File: src/rtl/susk_pkg.sv
package susk_pkg;

    localparam int KeyWidth = 32;

    typedef enum logic [1:0] {
        OP_INSERT = 2'd0,
        OP_SEARCH = 2'd1,
        OP_POP    = 2'd2,
        OP_CLEAR  = 2'd3
    } op_t;

    typedef enum logic [2:0] {
        STAT_OK       = 3'd0,
        STAT_DUP      = 3'd1,
        STAT_FULL     = 3'd2,
        STAT_NOTFOUND = 3'd3,
        STAT_EMPTY    = 3'd4
    } status_t;

    typedef enum logic {
        MODE_PLACE = 1'b0,
        MODE_PROBE = 1'b1
    } mode_t;

    typedef enum logic {
        ST_IDLE = 1'b0,
        ST_WALK = 1'b1
    } state_t;

    // Token handed from one cell to the next
    typedef struct packed {
        logic                tok;
        mode_t               mode;
        logic                carry;
        logic                hit;
        logic [KeyWidth-1:0] key;
    } lnk_t;

endpackage

File: src/rtl/susk_cell.sv
module susk_cell (
    input  logic                          aclk,
    input  logic                          aresetn,
    input  susk_pkg::lnk_t                lnk_in,
    input  logic                          occ,
    input  logic                          pop_shift,
    input  logic [susk_pkg::KeyWidth-1:0] next_key,
    output susk_pkg::lnk_t                lnk_out,
    output logic [susk_pkg::KeyWidth-1:0] key_out
);
    import susk_pkg::*;

    logic [KeyWidth-1:0] key_reg;
    logic [KeyWidth-1:0] key_next;
    lnk_t                lnk_reg;
    lnk_t                lnk_next;

    always_comb begin
        lnk_next = lnk_in;
        key_next = key_reg;
        if (pop_shift) begin
            key_next = next_key;
        end
        if (lnk_in.tok && lnk_in.carry) begin
            if (!occ) begin
                // first free slot: stop carrying; in place mode the key settles here
                lnk_next.carry = 1'b0;
                if (lnk_in.mode == MODE_PLACE) begin
                    key_next = lnk_in.key;
                end
            end else if (key_reg == lnk_in.key) begin
                lnk_next.carry = 1'b0;
                lnk_next.hit   = 1'b1;
            end else if (key_reg > lnk_in.key) begin
                if (lnk_in.mode == MODE_PLACE) begin
                    // swap: keep the smaller key, push ours onward
                    key_next     = lnk_in.key;
                    lnk_next.key = key_reg;
                end else begin
                    lnk_next.carry = 1'b0;
                end
            end
        end
    end

    always_ff @(posedge aclk) begin
        key_reg <= key_next;
        if (!aresetn) begin
            lnk_reg.tok <= 1'b0;
        end else begin
            lnk_reg <= lnk_next;
        end
    end

    assign lnk_out = lnk_reg;
    assign key_out = key_reg;

endmodule

File: src/rtl/sorted_unique_key_set_core.sv
// Sorted unique key set.
// Holds up to DEPTH distinct 32-bit keys in ascending order in a row of cells.
// Input channel s_*: s_tuser carries the opcode (insert, search, pop, clear),
// s_tdata the key. Result channel m_*: m_tuser carries the status, m_tdata the
// returned key and the entry count after the operation.
// Insert and search launch a token that walks the cell row one cell per cycle;
// on insert into a non-full set each cell compares the carried key and swaps
// it in where it belongs, so the row stays sorted. The result appears once the
// token has left the last cell, independent of the number of keys held.
// Pop shifts the whole row down by one cell and clear drops the count; both
// give their result in the cycle after the transfer.
// One operation is in flight at a time: s_tready is high while no token walks
// and the result register is free or being taken in that cycle. A new insert
// or search is therefore taken only after the previous walk has ended; pops
// and clears run at one per cycle while the receiver takes each result.
// Reset empties the set; cell contents are never read before being written.
// A stalled receiver holds the result in the output register and blocks new
// transfers until it is taken.
module sorted_unique_key_set_core #(
    parameter int DEPTH = 16
) (
    input  logic        aclk,
    input  logic        aresetn,
    input  logic        s_tvalid,
    output logic        s_tready,
    input  logic [31:0] s_tdata,  // key_in[31:0]
    input  logic [1:0]  s_tuser,  // opcode[1:0]
    output logic        m_tvalid,
    input  logic        m_tready,
    output logic [39:0] m_tdata,  // key_out[31:0], entry_count[36:32], zero pad
    output logic [2:0]  m_tuser   // status[2:0]
);
    import susk_pkg::*;

    localparam int CW = $clog2(DEPTH + 1);

    state_t              state_reg, state_next;
    logic [CW-1:0]       count_reg, count_next;
    lnk_t                head_reg, head_next;
    op_t                 op_reg, op_next;
    logic [KeyWidth-1:0] key_reg, key_next;
    logic                full_reg, full_next;
    logic                mval_reg, mval_next;
    status_t             mstat_reg, mstat_next;
    logic [KeyWidth-1:0] mkey_reg, mkey_next;
    logic [4:0]          mcnt_reg, mcnt_next;

    lnk_t                lnk_w [DEPTH];
    logic [KeyWidth-1:0] key_w [DEPTH];
    logic                pop_shift;
    logic                accept;
    op_t                 s_op;
    lnk_t                tail;

    assign s_op     = op_t'(s_tuser);
    assign s_tready = (state_reg == ST_IDLE) && (!mval_reg || m_tready);
    assign accept   = s_tvalid && s_tready;
    assign tail     = lnk_w[DEPTH-1];

    // cell row: each cell takes the token from its left neighbor
    for (genvar i = 0; i < DEPTH; i++) begin : g_cell
        lnk_t                cin;
        logic [KeyWidth-1:0] nkey;
        logic                occ;

        if (i == 0) begin : g_first
            assign cin = head_reg;
        end else begin : g_rest
            assign cin = lnk_w[i-1];
        end
        if (i == DEPTH - 1) begin : g_last
            assign nkey = key_w[i];
        end else begin : g_inner
            assign nkey = key_w[i+1];
        end
        assign occ = count_reg > CW'(i);

        susk_cell u_cell (
            .aclk      (aclk),
            .aresetn   (aresetn),
            .lnk_in    (cin),
            .occ       (occ),
            .pop_shift (pop_shift),
            .next_key  (nkey),
            .lnk_out   (lnk_w[i]),
            .key_out   (key_w[i])
        );
    end

    always_comb begin
        state_next   = state_reg;
        count_next   = count_reg;
        head_next    = head_reg;
        head_next.tok = 1'b0;
        op_next      = op_reg;
        key_next     = key_reg;
        full_next    = full_reg;
        mval_next    = mval_reg;
        mstat_next   = mstat_reg;
        mkey_next    = mkey_reg;
        mcnt_next    = mcnt_reg;
        pop_shift    = 1'b0;

        if (mval_reg && m_tready) begin
            mval_next = 1'b0;
        end

        unique case (state_reg)
            ST_IDLE: begin
                if (accept) begin
                    unique case (s_op) inside
                        OP_INSERT, OP_SEARCH: begin
                            // launch the token; a full set only probes for a duplicate
                            head_next.tok   = 1'b1;
                            head_next.carry = 1'b1;
                            head_next.hit   = 1'b0;
                            head_next.key   = s_tdata;
                            head_next.mode  = (s_op == OP_INSERT &&
                                               count_reg != CW'(DEPTH)) ?
                                              MODE_PLACE : MODE_PROBE;
                            op_next    = s_op;
                            key_next   = s_tdata;
                            full_next  = count_reg == CW'(DEPTH);
                            state_next = ST_WALK;
                        end
                        OP_POP: begin
                            mval_next = 1'b1;
                            if (count_reg == '0) begin
                                mstat_next = STAT_EMPTY;
                                mkey_next  = '0;
                                mcnt_next  = 5'(count_reg);
                            end else begin
                                // shift the row down by one cell
                                pop_shift  = 1'b1;
                                mstat_next = STAT_OK;
                                mkey_next  = key_w[0];
                                count_next = count_reg - 1'b1;
                                mcnt_next  = 5'(count_reg - 1'b1);
                            end
                        end
                        OP_CLEAR: begin
                            count_next = '0;
                            mval_next  = 1'b1;
                            mstat_next = STAT_OK;
                            mkey_next  = s_tdata;
                            mcnt_next  = '0;
                        end
                        default: begin
                        end
                    endcase
                end
            end
            ST_WALK: begin
                // token left the last cell: report and settle the count
                if (tail.tok) begin
                    state_next = ST_IDLE;
                    mval_next  = 1'b1;
                    mkey_next  = key_reg;
                    mcnt_next  = 5'(count_reg);
                    if (op_reg == OP_INSERT) begin
                        if (tail.hit) begin
                            mstat_next = STAT_DUP;
                        end else if (full_reg) begin
                            mstat_next = STAT_FULL;
                        end else begin
                            mstat_next = STAT_OK;
                            count_next = count_reg + 1'b1;
                            mcnt_next  = 5'(count_reg + 1'b1);
                        end
                    end else begin
                        mstat_next = tail.hit ? STAT_OK : STAT_NOTFOUND;
                    end
                end
            end
            default: begin
                state_next = ST_IDLE;
            end
        endcase
    end

    always_ff @(posedge aclk) begin
        op_reg    <= op_next;
        key_reg   <= key_next;
        full_reg  <= full_next;
        mstat_reg <= mstat_next;
        mkey_reg  <= mkey_next;
        mcnt_reg  <= mcnt_next;
        if (!aresetn) begin
            state_reg    <= ST_IDLE;
            count_reg    <= '0;
            head_reg.tok <= 1'b0;
            mval_reg     <= 1'b0;
        end else begin
            state_reg <= state_next;
            count_reg <= count_next;
            head_reg  <= head_next;
            mval_reg  <= mval_next;
        end
    end

    assign m_tvalid = mval_reg;
    assign m_tdata  = {3'b000, mcnt_reg, mkey_reg};
    assign m_tuser  = mstat_reg;

    // a token leaves the row only while a walk is in progress
    a_tail_in_walk: assert property (@(posedge aclk) disable iff (!aresetn)
        tail.tok |-> state_reg == ST_WALK)
        else $error("token at row end outside a walk");

    // the set never holds more than DEPTH keys
    a_count_bound: assert property (@(posedge aclk) disable iff (!aresetn)
        count_reg <= CW'(DEPTH))
        else $error("entry count beyond depth");

    // a new result follows a pop or clear transfer or the end of a walk
    a_result_source: assert property (@(posedge aclk) disable iff (!aresetn)
        $rose(mval_reg) |-> ($past(tail.tok) ||
            ($past(accept) && ($past(s_op) == OP_POP || $past(s_op) == OP_CLEAR))))
        else $error("result without a source");

    // no transfer is taken while a token walks the row
    a_no_accept_in_walk: assert property (@(posedge aclk) disable iff (!aresetn)
        head_reg.tok |-> !s_tready)
        else $error("transfer accepted during a walk");

endmodule

File: config.mk
export PLATFORM = sky130hd
export DESIGN_NAME = sorted_unique_key_set_core
export DESIGN_NICKNAME = d
export VERILOG_FILES = /design/src/rtl/susk_pkg.sv /design/src/rtl/susk_cell.sv /design/src/rtl/sorted_unique_key_set_core.sv
export SDC_FILE = /design/constraint.sdc
export NUM_CORES = 2
export LEC_CHECK = 0
export BUFFER_PORTS_ARGS = -buffer_cell sky130_fd_sc_hd__buf_2
export CORE_ASPECT_RATIO = 0.7
export CORE_MARGIN = 2
export CORE_UTILIZATION = 40
export DETAILED_ROUTE_END_ITERATION = 7
export PLACE_DENSITY = 0.53
export SLEW_MARGIN = 20
export SYNTH_ARGS = -nofsm -noshare
export SYNTH_HDL_FRONTEND = slang
export SYNTH_SLANG_ARGS = --single-unit
File: constraint.sdc
create_clock -name aclk -period 4.2 [get_ports aclk]
set_input_delay 0.42 -clock aclk [delete_from_list [all_inputs] [get_ports aclk]]
set_output_delay 0.42 -clock aclk [all_outputs]
set_load 0.03 [all_outputs]
Yosys cells after proc, flatten, opt, wreduce, memory -nomap -nowiden

Cells that the tools add are included.

Register bits: 1170
Input bits: 38
Output and inout bits: 45

$add $sub $neg: 2
Magnitude comparators: 32
Equal/unequal tests: 26
Multiplexer cells: 287
Bitwise gates (word level): 3
Reductions and logical operators: 32

Operators with widths:

| cell                | number |
|---|---|
| $mux 32             | 147 |
| $mux 33             | 16 |
| $eq 32x32->1        | 16 |
| $gt 32x32->1        | 16 |
| $mux 34             | 14 |
| $pmux 32 s2         | 2 |
| $mux 1              | 88 |
| $gt 5x4->1 const B  | 8 |
| $mux 36             | 1 |
| $mux 5              | 6 |
| $gt 5x3->1 const B  | 4 |
| $pmux 5 s2          | 2 |
| $logic_and 1x1->1   | 19 |
| $mux 3              | 4 |
| $pmux 3 s2          | 2 |
| $gt 5x1->1 const B  | 2 |
| $gt 5x2->1 const B  | 2 |
| $reduce_and 3->1    | 3 |
| $mux 2              | 3 |
| $ne 2x2->1 const B  | 3 |
| $add 5x1->5 const B | 1 |
| $eq 5x5->1 const B  | 1 |
| $logic_not 5->1     | 1 |
| $ne 5x5->1 const B  | 1 |
| other kinds (14)    | 20 |

Logic depth before layout (Yosys ltp)

Word-level depth: 12
Gate-level depth with buffers: 12
Depth with buffers taken out: 8

Hierarchy

From an unflattened synthesis, not the netlist that was laid out.

Cells, all modules: 6401
Area, all modules: 70695.3 sq um

By module, submodules not included:

| module                           | times used | cells an instance | area an instance (sq um) | seq. area each (sq um) |
|---|---|---|---|---|
| susk_cell (g_cell[0].u_cell ...) | 10         | 376               | 4102.7                   | 1711.6 |
| susk_cell (g_cell[4].u_cell ...) | 6          | 375               | 4129.0                   | 1711.6 |
| sorted_unique_key_set_core       | 1          | 391               | 4894.7                   | 3403.3 |

Least setup slack after synthesis

No wires, ideal clock.

Path type: reg-to-reg
Start: register state_reg
End: register head_reg (netlist bit g_cell[0].cin[0]) (enable)
Library setup time: 465 ps
Arrival time: 3592 ps
Data required time: 3735 ps
Slack: 143 ps
Cell stages (with the launch flop): 6
Buffers on the path: 2
Period minus slack after synthesis: 4057 ps
Path through: dfxtp_1 > clkbuf_1 > clkbuf_1 > nor2b_1 > nand2_1 > nor3_1

Cells in the longest elaborated chain, start to end: 4

Ends and longest elaborated chain:

| item                              | line                              | source |
|---|---|---|
| start, declared                   | sorted_unique_key_set_core.sv:37  | `state_t state_reg, state_next;` |
| start signal, assigned            | sorted_unique_key_set_core.sv:194 | `state_reg <= state_next;` |
| $not 1->1 (no source line)        | n/a                               |  |
| $logic_and 1x1->1                 | sorted_unique_key_set_core.sv:56  | `assign s_tready = (state_reg == ST_IDLE) && (!mval_reg \|\| m_tready);` |
| net s_tready                      | sorted_unique_key_set_core.sv:25  | `output logic s_tready,` |
| $logic_and 1x1->1                 | sorted_unique_key_set_core.sv:57  | `assign accept = s_tvalid && s_tready;` |
| $reduce_and 4->1 (no source line) | n/a                               |  |
| end signal, assigned              | sorted_unique_key_set_core.sv:196 | `head_reg <= head_next;` |
| end, declared                     | sorted_unique_key_set_core.sv:39  | `lnk_t head_reg, head_next;` |

The timed path passes the listed nets, and every way through them passes these cells.
A chain may end at the register's enable or synchronous reset.

==> reports/metrics.cfg <==
[placement]
dp_hpwl_mm=140
place_ws_ns=0.567
gp_congestion=0.862
io_buffer_count=79

[floorplanning]
rows=124
die_h_um=343
core_um2=163000
die_area_um2=167000
die_x_um=488
boundaryPins=83
start_util_pct=40.2

[synthesis]
yosys-top-cells-count=721 x mux2i_1, 666 x edfxtp_1, 524 x inv_1
yosysSeqAreaShare_pct=45.9
syn_inst=5758
ys_ff_latch=1170
syn_area_per_cell_um2=11.4
synth_edf_count=666
synth.most_common_cell=mux2i_1
synth_cell_type_count=80
synth-main-ff-cell=edfxtp_1
async_reset_ff_share_pct=0
syn-cell-area_um2=65500
synth_top_area_cell=edfxtp_1
synth_top_area_share_pct=30.5
synth_area_leaders=edfxtp_1 31%, dfxtp_1 15%, mux2i_1 11%
ys_warn_count=0

[timing]
fmax_mhz=270
worst_clock_skew_ns=0.0332
setup_ws_ns=0.499
slew_violations=0
period_needed_ns=3.70
period_share_pct=88.1
tightest_slew_ns=1.14
rsz0062_at_grt=false
setup_violations=0
tns_ns=0
slew_headroom_pct=23.5
hold_viol=0

[setup_path]
cp-end-kind=flip-flop
slowest_delay_ns=0.82
critPathMaxFanout=13
worst_path_max_delay_cell=o21ai_2
cp.required_ns=4.71
path_delay_family=compound AO/OA/AOI/OAI gates
crit_buf_inv=2
critPathKind=flip-flop to flip-flop
cp.arrival_ns=4.21
cp-start-kind=flip-flop
crit_path_cell_trace=inv_1, ha_1, and4_1, a311oi_1, a31oi_1, o21ai_2, buf_4, mux2_2

[drt]
totalWireLength_mm=194
dr.pass1.iters=6
drc=0
postRouteAntennaNets=0
post_drt_wl_per_cell_um=23.8
drtIter0Drc=4296
num_vias=46572
via_per_inst=5.71

[clock_tree]
htreeDepth=3
clock_path_buffers=3
tritoncts=built
cts_buffers=121
root_buffer=clkbuf_16
clock_sinks=1170
clk_latency_ns=0.77
cts.clk_slew.worst_paths_ns=0.07

[grt]
antenna_found_initial=8
grt_pass1_wl_mm=293
track_usage_pct=22.8
grt_pass1_vias=44792
grt_overflow=0
grt_start_max_net_pins=124

[outcome]
status=finished, final reports clean

[power]
p_leak_uw=0.0335
power_density_nw_per_um2=545
peakVddDrop_mv=0.327

[cells_and_area]
nNetsFinal=6393
largest_reg_flops=542
area.growth.synth_to_final_pct=11.8
drive_gt1_share_pct=17.0

[min_path]
hold_class=input port to flip-flop

[job]
cap_violations=0

[timing repair]
| item | 4_1_cts | 5_1_grt |
|---|---|---|
| hold endpoints to repair | 73 | 0 |
| resized for setup | 0 | 0 |
| hold buffers | 35 | 0 |
| setup buffers | 0 | 0 |
[report_power, final]
part | leakage (µW) | switching (µW) | internal, µW
Clock | 0.00200 | 4890 | 6400
Sequential | 0.0106 | 3680 | 14700
Combinational | 0.0208 | 5650 | 4570
[per-layer routing]
metal  share of wire [%]  track usage [%]  vias up
met2                  37             28.9     1371
met3                 7.6             5.14      190
li1                    -                -    21981
met1                  54             38.0    23030
met4                 1.6             4.27        0
met5                   0                0        -
[worst paths after layout]
| path | from | end | slack [ns] | cells past startpoint |
|---|---|---|---|---|
| max | g_cell[11].u_cell.lnk_out[15] | g_cell[12].u_cell.lnk_out[23] | 0.50 | 8 |
| min | m_tready | m_tvalid | 0.07 | 3 |
| max reg2reg | g_cell[11].u_cell.lnk_out[15] | g_cell[12].u_cell.lnk_out[23] | 0.50 | 8 |
| min reg2reg | g_cell[14].u_cell.lnk_out[20] | g_cell[15].u_cell.key_out[20] | 0.45 | 0 |
[placed cells by master, fill, tap and decap left out, types with 36 or more instances in the layout]
cell | netlist | layout
inv_1 | 524 | 524
a2111oi_0 | 36 | 36
clkbuf_16 | 0 | 122
a21oi_1 | 307 | 305
o2111a_1 | 96 | 96
a211oi_1 | 42 | 42
edfxtp_1 | 666 | 666
buf_2 | 83 | 78
nand2_1 | 266 | 264
buf_4 | 37 | 129
ha_1 | 518 | 518
mux2i_1 | 721 | 721
o21ai_0 | 117 | 116
nand3_1 | 61 | 61
nand4_1 | 218 | 218
mux2_2 | 505 | 505
nor4_1 | 60 | 57
and3_1 | 46 | 46
dfxtp_1 | 504 | 503
a211o_1 | 37 | 37
nor3_1 | 198 | 197
nor2_1 | 97 | 92
mux2_1 | 47 | 47
[cell families (layout without fill, tap and decap cells)]
| group | count (synthesis) | count (layout) | share of synthesized area [%] |
|---|---|---|---|
| flops | 1170 | 1170 | 45.9 |
| fa+ha+maj | 518 | 518 | 9.89 |
| compound gates | 905 | 905 | 9.99 |
| simple gates | 1058 | 1058 | 8.40 |
| mux | 1274 | 1274 | 20.5 |
| other cells | 1 | 5 | 0.00572 |
| buf+inv | 832 | 1016 | 5.28 |
[metrics by stage]
step	hold WS [ns]	cell area (µm²)	util, %	instances	power [µW]
finish	0.0659	73300	44.9	8151	39900
CTS	0.0130	73300	44.9	8148	40000
floorplan	0.426	65500	-	5760	24200
detailed placement	0.432	68800	42.2	7883	28600
global placement	0.431	68800	42.2	7883	28300
global route	0.0508	73300	44.9	8151	42200
[worst register-to-register path, stage by stage (launching register included)]
cell and delay (ns):
edfxtp_1 0.51, inv_1 0.12, ha_1 0.30, and4_1 0.21, a311oi_1 0.52, a31oi_1 0.35
o21ai_2 0.83, buf_4 0.29, mux2_2 0.34
[area by class of cell]
type	instances	area, µm²
Fill cell	14961	89800
Multi-Input combinational cell	3758	32300
Sequential cell	1170	30100
Clock buffer	169	3380
Tap cell	2205	2760
Timing Repair Buffer	261	2080
Inverter	525	1970
Clock inverter	61	681
Antenna cell	2	5.00
Note: power is estimated with default switching activity, not from simulation.
